### config.mk
export PLATFORM = sky130hd
export DESIGN_NAME = heartbeat_watchdog_blink_alarm
export DESIGN_NICKNAME = d
export VERILOG_FILES = /design/src/design/hwba_pkg.sv /design/src/design/heartbeat_watchdog_blink_alarm.sv
export SDC_FILE = /design/constraint.sdc
export NUM_CORES = 2
export LEC_CHECK = 0
export ABC_AREA = 1
export BUFFER_PORTS_ARGS = -buffer_cell sky130_fd_sc_hd__buf_2
export CAP_MARGIN = 20
export CORE_MARGIN = 2
export CORE_UTILIZATION = 64
export CTS_CLUSTER_SIZE = 30
export DETAILED_ROUTE_END_ITERATION = 16
export PLACE_DENSITY = 0.82
export SLEW_MARGIN = 20
export SYNTH_ARGS = -nofsm -noshare
export SYNTH_HDL_FRONTEND = slang
export SYNTH_SLANG_ARGS = --single-unit
### constraint.sdc
create_clock -name clk -period 11.61 [get_ports clk]
set_input_delay 0.5805 -clock clk [delete_from_list [all_inputs] [get_ports clk]]
set_output_delay 0.5805 -clock clk [all_outputs]
set_load 0.01 [all_outputs]
### src/design/hwba_pkg.sv
// ----------------------------------------------------------------------------
// Heartbeat watchdog package
// Shared constants, op codes, LED codes, register offsets and sequencer states.
// ----------------------------------------------------------------------------
package hwba_pkg;

    localparam int CHANNELS = 16;
    localparam int SLOT_W   = 4;
    localparam int IDX_W    = (CHANNELS > 1) ? $clog2(CHANNELS) : 1;
    localparam int CNT_W    = $clog2(CHANNELS + 1);

    localparam logic [2:0] OP_TICK       = 3'd0;
    localparam logic [2:0] OP_REGISTER   = 3'd1;
    localparam logic [2:0] OP_UNREGISTER = 3'd2;
    localparam logic [2:0] OP_HEARTBEAT  = 3'd3;
    localparam logic [2:0] OP_ENABLE     = 3'd4;
    localparam logic [2:0] OP_DISABLE    = 3'd5;

    localparam logic [1:0] LED_DARK = 2'd0;
    localparam logic [1:0] LED_RED  = 2'd1;
    localparam logic [1:0] LED_OK   = 2'd2;

    localparam logic [2:0] REG_PERIOD  = 3'd0;
    localparam logic [2:0] REG_ON_TIME = 3'd1;
    localparam logic [2:0] REG_CYCLE   = 3'd2;
    localparam logic [2:0] REG_BEEP_EN = 3'd3;
    localparam logic [2:0] REG_TONE    = 3'd4;
    localparam logic [2:0] REG_LEVEL   = 3'd5;

    typedef enum logic [2:0] {
        ST_IDLE,
        ST_SCAN,
        ST_PATTERN,
        ST_BLINK,
        ST_DONE
    } state_t;

endpackage

### src/design/heartbeat_watchdog_blink_alarm.sv
// ----------------------------------------------------------------------------
// Heartbeat watchdog with blink-code alarm
// Slot table of device heartbeats scanned per tick by one shared comparator;
// a pattern sequencer drives the LED and beeper from the scan result.
// Non-tick ops pass through ST_DONE, which raises the result.
// Tick ops pass one slot per cycle through the shared elapsed-time
// subtract and compare, then two pattern steps and the output.
// One item at a time; in_ready is low from transfer until the result leaves,
// so a new op is taken only once the previous result has been accepted.
// Reset clears slot valid bits, time base, scan result and pattern state.
// ----------------------------------------------------------------------------
module heartbeat_watchdog_blink_alarm (
    input  logic        clk,
    input  logic        rst_n,
    input  logic        psel,
    input  logic        penable,
    input  logic        pwrite,
    input  logic [4:0]  paddr,
    input  logic [31:0] pwdata,
    output logic [31:0] prdata,
    output logic        pready,
    input  logic        in_valid,
    output logic        in_ready,
    input  logic [2:0]  op,
    input  logic [3:0]  slot,
    input  logic [15:0] entry_timeout,
    input  logic [7:0]  entry_beeps,
    input  logic        entry_enable,
    output logic        out_valid,
    input  logic        out_ready,
    output logic        slot_offline,
    output logic [1:0]  led_color,
    output logic        beep_on,
    output logic [15:0] beep_tone_out,
    output logic [15:0] beep_level_out,
    output logic        silent_fault,
    output logic [7:0]  alarm_beeps
);

    localparam int C = hwba_pkg::CHANNELS;

    logic [15:0] period_reg, on_time_reg, cycle_reg, tone_reg, level_reg;
    logic        beep_en_reg;

    logic [C-1:0] valid_reg;
    logic [C-1:0] enabled_reg;
    logic [C-1:0] down_reg;
    logic [31:0]  last_seen_mem [C];
    logic [15:0]  limit_mem [C];
    logic [7:0]   beeps_mem [C];

    hwba_pkg::state_t state_reg, state_next;
    logic [hwba_pkg::CNT_W-1:0] idx_reg, idx_next;
    logic [3:0]  slot_reg;
    logic [31:0] now_reg;
    logic        severe_reg, silent_acc_reg;
    logic [7:0]  least_reg;
    logic        silent_reg;
    logic [7:0]  chosen_reg;
    logic [31:0] pstart_reg, cstart_reg;
    logic [7:0]  left_reg;
    logic [1:0]  led_reg;
    logic        beep_reg;
    logic        out_valid_reg;
    logic        offline_reg;

    // shared unit: wrapping subtract and compare
    logic [31:0] sub_a, sub_b, diff;
    logic [31:0] cmp_b;
    logic        gt, lt;
    logic [hwba_pkg::IDX_W-1:0] idx;
    logic        slot_in_range;
    logic [hwba_pkg::IDX_W-1:0] k;

    assign idx           = idx_reg[hwba_pkg::IDX_W-1:0];
    assign slot_in_range = ({28'd0, slot_reg} < 32'(C));
    assign k             = slot_reg[hwba_pkg::IDX_W-1:0];
    assign diff          = sub_a - sub_b;
    assign gt            = diff > cmp_b;
    assign lt            = diff < cmp_b;

    always_comb
    begin
        sub_a = now_reg;
        sub_b = last_seen_mem[idx];
        cmp_b = {16'd0, limit_mem[idx]};
        case (state_reg)
            hwba_pkg::ST_PATTERN:
            begin
                sub_b = pstart_reg;
                cmp_b = {16'd0, period_reg};
            end
            hwba_pkg::ST_BLINK:
            begin
                sub_b = cstart_reg;
                cmp_b = {16'd0, on_time_reg};
            end
            default:
            begin
            end
        endcase
    end

    // blink phase needs a second compare against cycle_reg
    logic lt_cycle;
    assign lt_cycle = diff < {16'd0, cycle_reg};

    assign pready   = 1'b1;
    assign in_ready = (state_reg == hwba_pkg::ST_IDLE) && !out_valid_reg;

    always_comb
    begin
        case (paddr[4:2])
            hwba_pkg::REG_PERIOD:  prdata = {16'd0, period_reg};
            hwba_pkg::REG_ON_TIME: prdata = {16'd0, on_time_reg};
            hwba_pkg::REG_CYCLE:   prdata = {16'd0, cycle_reg};
            hwba_pkg::REG_BEEP_EN: prdata = {31'd0, beep_en_reg};
            hwba_pkg::REG_TONE:    prdata = {16'd0, tone_reg};
            hwba_pkg::REG_LEVEL:   prdata = {16'd0, level_reg};
            default:               prdata = 32'd0;
        endcase
    end

    always_ff @(posedge clk or negedge rst_n)
    begin
        if (!rst_n)
        begin
            period_reg  <= 16'd2000;
            on_time_reg <= 16'd100;
            cycle_reg   <= 16'd200;
            beep_en_reg <= 1'b1;
            tone_reg    <= 16'd0;
            level_reg   <= 16'd0;
        end
        else if (psel && penable && pwrite)
        begin
            case (paddr[4:2])
                hwba_pkg::REG_PERIOD:  period_reg  <= pwdata[15:0];
                hwba_pkg::REG_ON_TIME: on_time_reg <= pwdata[15:0];
                hwba_pkg::REG_CYCLE:   cycle_reg   <= pwdata[15:0];
                hwba_pkg::REG_BEEP_EN: beep_en_reg <= pwdata[0];
                hwba_pkg::REG_TONE:    tone_reg    <= pwdata[15:0];
                hwba_pkg::REG_LEVEL:   level_reg   <= pwdata[15:0];
                default:
                begin
                end
            endcase
        end
    end

    always_comb
    begin
        state_next = state_reg;
        idx_next   = idx_reg;
        case (state_reg)
            hwba_pkg::ST_IDLE:
            begin
                if (in_valid && in_ready)
                begin
                    idx_next   = '0;
                    state_next = (op == hwba_pkg::OP_TICK) ? hwba_pkg::ST_SCAN
                                                           : hwba_pkg::ST_DONE;
                end
            end
            hwba_pkg::ST_SCAN:
            begin
                idx_next = idx_reg + 1'b1;
                if (idx_reg == hwba_pkg::CNT_W'(C - 1))
                    state_next = hwba_pkg::ST_PATTERN;
            end
            hwba_pkg::ST_PATTERN: state_next = hwba_pkg::ST_BLINK;
            hwba_pkg::ST_BLINK:   state_next = hwba_pkg::ST_DONE;
            hwba_pkg::ST_DONE:    state_next = hwba_pkg::ST_IDLE;
            default:              state_next = hwba_pkg::ST_IDLE;
        endcase
    end

    always_ff @(posedge clk or negedge rst_n)
    begin
        if (!rst_n)
        begin
            state_reg      <= hwba_pkg::ST_IDLE;
            idx_reg        <= '0;
            valid_reg      <= '0;
            now_reg        <= 32'd0;
            severe_reg     <= 1'b0;
            silent_acc_reg <= 1'b0;
            least_reg      <= 8'd0;
            silent_reg     <= 1'b0;
            chosen_reg     <= 8'd0;
            pstart_reg     <= 32'd0;
            cstart_reg     <= 32'd0;
            left_reg       <= 8'd0;
            led_reg        <= hwba_pkg::LED_DARK;
            beep_reg       <= 1'b0;
            out_valid_reg  <= 1'b0;
        end
        else
        begin
            state_reg <= state_next;
            idx_reg   <= idx_next;
            if (out_valid_reg && out_ready)
                out_valid_reg <= 1'b0;
            case (state_reg)
                hwba_pkg::ST_IDLE:
                begin
                    if (in_valid && in_ready)
                    begin
                        severe_reg     <= 1'b0;
                        silent_acc_reg <= 1'b0;
                        least_reg      <= 8'd0;
                        if (op == hwba_pkg::OP_TICK)
                            now_reg <= now_reg + 32'd1;
                        else if ({28'd0, slot} < 32'(C))
                        begin
                            if (op == hwba_pkg::OP_REGISTER)
                                valid_reg[slot[hwba_pkg::IDX_W-1:0]] <= 1'b1;
                            else if (op == hwba_pkg::OP_UNREGISTER)
                                valid_reg[slot[hwba_pkg::IDX_W-1:0]] <= 1'b0;
                        end
                    end
                end
                hwba_pkg::ST_SCAN:
                begin
                    if (valid_reg[idx] && enabled_reg[idx] && gt)
                    begin
                        if (beeps_mem[idx] != 8'd0)
                        begin
                            severe_reg <= 1'b1;
                            if (least_reg == 8'd0 || beeps_mem[idx] < least_reg)
                                least_reg <= beeps_mem[idx];
                        end
                        else
                            silent_acc_reg <= 1'b1;
                    end
                    if (idx_reg == hwba_pkg::CNT_W'(C - 1))
                    begin
                        // close scan using the last slot's contribution too
                        if (valid_reg[idx] && enabled_reg[idx] && gt
                            && beeps_mem[idx] != 8'd0)
                        begin
                            silent_reg <= 1'b0;
                            chosen_reg <= (least_reg == 8'd0 || beeps_mem[idx] < least_reg)
                                          ? beeps_mem[idx] : least_reg;
                        end
                        else if (severe_reg)
                        begin
                            silent_reg <= 1'b0;
                            chosen_reg <= least_reg;
                        end
                        else
                        begin
                            silent_reg <= silent_acc_reg ||
                                          (valid_reg[idx] && enabled_reg[idx] && gt);
                            chosen_reg <= 8'd0;
                        end
                    end
                end
                hwba_pkg::ST_PATTERN:
                begin
                    if (silent_reg)
                    begin
                        beep_reg   <= 1'b0;
                        led_reg    <= hwba_pkg::LED_RED;
                        left_reg   <= 8'd0;
                        pstart_reg <= now_reg;
                    end
                    else if (gt)
                    begin
                        left_reg   <= chosen_reg;
                        pstart_reg <= now_reg;
                        cstart_reg <= now_reg;
                    end
                end
                hwba_pkg::ST_BLINK:
                begin
                    if (!silent_reg)
                    begin
                        if (left_reg != 8'd0)
                        begin
                            if (lt)
                            begin
                                beep_reg <= beep_en_reg;
                                led_reg  <= hwba_pkg::LED_RED;
                            end
                            else if (lt_cycle)
                            begin
                                beep_reg <= 1'b0;
                                led_reg  <= hwba_pkg::LED_DARK;
                            end
                            else
                            begin
                                left_reg   <= left_reg - 8'd1;
                                cstart_reg <= now_reg;
                            end
                        end
                        else
                        begin
                            beep_reg <= 1'b0;
                            led_reg  <= (chosen_reg != 8'd0) ? hwba_pkg::LED_DARK
                                                             : hwba_pkg::LED_OK;
                        end
                    end
                end
                hwba_pkg::ST_DONE:
                begin
                    out_valid_reg <= 1'b1;
                end
                default:
                begin
                end
            endcase
        end
    end

    // slot storage and per-slot flags without reset
    always_ff @(posedge clk)
    begin
        case (state_reg)
            hwba_pkg::ST_IDLE:
            begin
                if (in_valid && in_ready && op != hwba_pkg::OP_TICK
                    && {28'd0, slot} < 32'(C))
                begin
                    slot_reg <= slot;
                    if (op == hwba_pkg::OP_REGISTER)
                    begin
                        limit_mem[slot[hwba_pkg::IDX_W-1:0]]     <= entry_timeout;
                        beeps_mem[slot[hwba_pkg::IDX_W-1:0]]     <= entry_beeps;
                        enabled_reg[slot[hwba_pkg::IDX_W-1:0]]   <= entry_enable;
                        down_reg[slot[hwba_pkg::IDX_W-1:0]]      <= 1'b1;
                        last_seen_mem[slot[hwba_pkg::IDX_W-1:0]] <= 32'd0;
                    end
                    else if (valid_reg[slot[hwba_pkg::IDX_W-1:0]])
                    begin
                        if (op == hwba_pkg::OP_HEARTBEAT)
                            last_seen_mem[slot[hwba_pkg::IDX_W-1:0]] <= now_reg;
                        else if (op == hwba_pkg::OP_ENABLE)
                            enabled_reg[slot[hwba_pkg::IDX_W-1:0]] <= 1'b1;
                        else if (op == hwba_pkg::OP_DISABLE)
                            enabled_reg[slot[hwba_pkg::IDX_W-1:0]] <= 1'b0;
                    end
                end
                else if (in_valid && in_ready)
                begin
                    slot_reg <= slot;
                end
            end
            hwba_pkg::ST_SCAN:
            begin
                if (valid_reg[idx] && enabled_reg[idx])
                    down_reg[idx] <= gt;
            end
            hwba_pkg::ST_DONE:
            begin
                offline_reg <= (slot_in_range && valid_reg[k]) ? down_reg[k] : 1'b1;
            end
            default:
            begin
            end
        endcase
    end

    assign out_valid      = out_valid_reg;
    assign slot_offline   = offline_reg;
    assign led_color      = led_reg;
    assign beep_on        = beep_reg;
    assign beep_tone_out  = beep_reg ? tone_reg : 16'd0;
    assign beep_level_out = beep_reg ? level_reg : 16'd0;
    assign silent_fault   = silent_reg;
    assign alarm_beeps    = chosen_reg;

    a_ready_idle: assert property (@(posedge clk) disable iff (!rst_n)
        in_ready |-> (state_reg == hwba_pkg::ST_IDLE))
        else $error("ready outside idle");
    a_scan_bound: assert property (@(posedge clk) disable iff (!rst_n)
        (state_reg == hwba_pkg::ST_SCAN) |-> (idx_reg < hwba_pkg::CNT_W'(C)))
        else $error("scan index out of range");
    a_silent_excl: assert property (@(posedge clk) disable iff (!rst_n)
        silent_reg |-> (chosen_reg == 8'd0))
        else $error("silent and severe together");
    a_done_out: assert property (@(posedge clk) disable iff (!rst_n)
        (state_reg == hwba_pkg::ST_DONE) |=> out_valid_reg)
        else $error("result not raised");

endmodule
==> flow_summary.json <==
{
  "outcome": "finished clean",
  "track_usage": 0.331,
  "clkLatencyLatePin_ps": 720,
  "finalCriticalPeriod_ps": 7600,
  "crit_path_max_incr_delay_ps": 830,
  "maxCapViolCount": 0,
  "synthDistinctLibCells": 58,
  "setup_tns_ps": 0,
  "io_pins": 156,
  "grt_pass1_vias": 36200,
  "vias_per_cell": 6.31,
  "clockBufferDepth": 3,
  "postSynthCellCount": 4924,
  "power_mw": 12.8,
  "yosys-top-cells-area": "edfxtp_1 54%, dfrtp_1 11%, nand2_1 6.5%",
  "final_core_util": 0.712,
  "fin_nets": 5101,
  "cp.required_ps": 12220,
  "r2r-end": "pstart_reg[28]$_DFFE_PN0P_",
  "synth_edf_count": 933,
  "drc": 0,
  "dp_hpwl_mm": 78.1,
  "crit_fanout": 159,
  "path_buf_inv": 5,
  "layout_common_cells": "933 x edfxtp_1, 897 x nand2_1, 636 x nor2_1",
  "hold_path.startpoint": "out_ready",
  "wl_met1_mm": 52.6,
  "synthFlopType": "edfxtp_1",
  "top_layer": "met5",
  "start_util": 0.645,
  "synth_top_cell_by_area": "edfxtp_1",
  "slew_violations": 0,
  "cts_root_buf": "clkbuf_16",
  "ant_nets": 0,
  "syn2layout_area_growth_pct": 10.2,
  "min_to": "out_valid$_DFFE_PN0P_",
  "fp-row-count": 104,
  "slowest_stage": "dfrtp_4",
  "crit_top_cell": "nand2_1",
  "cts_tree": "done",
  "startpoint_type": "register",
  "largest_register_ffs": 512,
  "htree_levels": 3,
  "hold_depth": 2,
  "first_pass_iters": 7,
  "reg2reg_setup_slack_ps": 4010,
  "hold_path_class": "in2reg",
  "antenna_found_initial": 11,
  "cp_top_family": "buffers and inverters",
  "grt_max_degree": 223,
  "path_clk_slew_ps": 60,
  "dieHeight_um": 289,
  "core_area_um2": 80300,
  "num_vias": 38500,
  "wl_met2_mm": 61.9,
  "skew_ps": 47.8,
  "ys_seq_area_frac": 0.653,
  "cp_data_arrival_time_ps": 8210,
  "design_area_um2": 57100,
  "die_width_um": 289,
  "endpoint_kind": "register",
  "power.leakage_nw": 21.7,
  "grt_pass1_wl_mm": 209,
  "dr_wl_met3_mm": 17.8,
  "rsz0062_at_grt": "no",
  "ir_drop_mv": 0.149,
  "fin_crit_sh": 0.655,
  "gr-total-overflow": 0,
  "placed_cells": 5889,
  "syn_area_per_cell_um2": 10.5,
  "cellPowerDensity_nw_per_um2": 224,
  "drive_gt1_frac": 0.0854,
  "layout_commonest_cell": "edfxtp_1",
  "relSlewSlack": 0.210,
  "worst_pin_slew_ps": 1180,
  "yosysWarnings": 0,
  "hold_viol_final": 0,
  "drt_iter0_markers": 5375,
  "synth_top_area_share": 0.541,
  "gp_congestion": 0.987,
  "fin_cells": 6103,
  "crit-reg2reg-launch": "idx_reg[0]$_DFFE_PN0P_",
  "setup_viol": 0,
  "r2r_cells": 27,
  "wl_per_cell_um": 22.6,
  "dpl-instance-area_um2": 53300,
  "dieArea_um2": 83300,
  "drt-total-wl_mm": 138,
  "cts_made_buffers": 110,
  "synth.cell_area_um2": 51800,
  "synth-seq-cells": 1165,
  "path_class": "reg2reg",
  "postCtsSetupBuffers": 0,
  "portBuffers": 120,
  "cts.sinks": 1165,
  "fmax_mhz": 132,
  "synth_async_sr_flop_share": 0.199
}
==> area by class of cell <==
type	count	area, um^2
clock buffer	146	3020
inverter	378	1440
fill	5379	23200
multi-input combinational	3115	15700
sequential	1165	33800
timing repair buffer	175	1080
clock inverter	58	693
antenna	6	15.0
tap	1060	1330
==> kinds of logic after synthesis <==
| kind of cell | count (synthesis) | synth area share |
|---|---|---|
| fa+ha+maj | 80 | 0.0195 |
| buf+inv | 659 | 0.0508 |
| other cells | 2 | 0.000145 |
| xor+xnor | 49 | 0.00843 |
| flops | 1165 | 0.653 |
| compound gates | 1128 | 0.124 |
| simple gates | 1841 | 0.144 |
==> layer usage <==
metal	vias to the layer above	track usage
met5	-	0
met4	8	0.140
met3	406	0.0795
met2	2486	0.499
met1	18300	0.466
li1	17300	-
==> power breakdown <==
| group | total (mW) | internal [mW] | leakage (nW) | switching, mW |
|---|---|---|---|---|
| Combinational | 4.20 | 1.28 | 9.03 | 2.92 |
| Clock | 3.67 | 2.08 | 1.80 | 1.59 |
| Sequential | 4.90 | 4.70 | 10.9 | 0.200 |
==> synthesized netlist by cell type (all sizes together), types with 5 or more instances <==
master,n
a41oi,29
a22o,5
xor2,47
a21oi,113
nand3b,9
dfstp,13
buf,73
a22oi,9
o21ai,644
nand3,131
o21bai,6
nand2,903
nor2,688
inv,373
clkbuf,208
a221oi,43
clkinv,5
edfxtp,933
ha,79
nand4,65
o221ai,24
nor4,11
nor3,29
dfrtp,219
o22ai,236
a211oi,5
==> what timing repair did <==
item                      4_1_cts  5_1_grt
hold buffers                    1        0
resized for setup               0        0
hold endpoints to repair       65        0
==> stage by stage <==
| step | setup WS [ps] | hold WS (ps) |
|---|---|---|
| 2_1_floorplan | 6550 | 285 |
| 3_3_place_gp | 4540 | 454 |
| 6_report | 4010 | 43.9 |
| 4_1_cts | 4200 | 36.0 |
| 3_5_place_dp | 4340 | 459 |
| 5_1_grt | 3580 | 52.6 |
==> worst max path at each step <==
stage                                 startpoint                    endpoint  slack (ps)  cells after the start
after floorplan           idx_reg[0]$_DFFE_PN0P_     left_reg[0]$_DFFE_PN0P_        6550                     34
after detailed placement  idx_reg[0]$_DFFE_PN0P_   pstart_reg[0]$_DFFE_PN0P_        4340                     26
after global routing      idx_reg[0]$_DFFE_PN0P_  pstart_reg[28]$_DFFE_PN0P_        3580                     27
final                     idx_reg[0]$_DFFE_PN0P_  pstart_reg[28]$_DFFE_PN0P_        4010                     27
after CTS                 idx_reg[0]$_DFFE_PN0P_  pstart_reg[27]$_DFFE_PN0P_        4200                     27
after global placement    idx_reg[0]$_DFFE_PN0P_  pstart_reg[12]$_DFFE_PN0P_        4540                     26
Note: power is estimated with default switching activity, not from simulation.
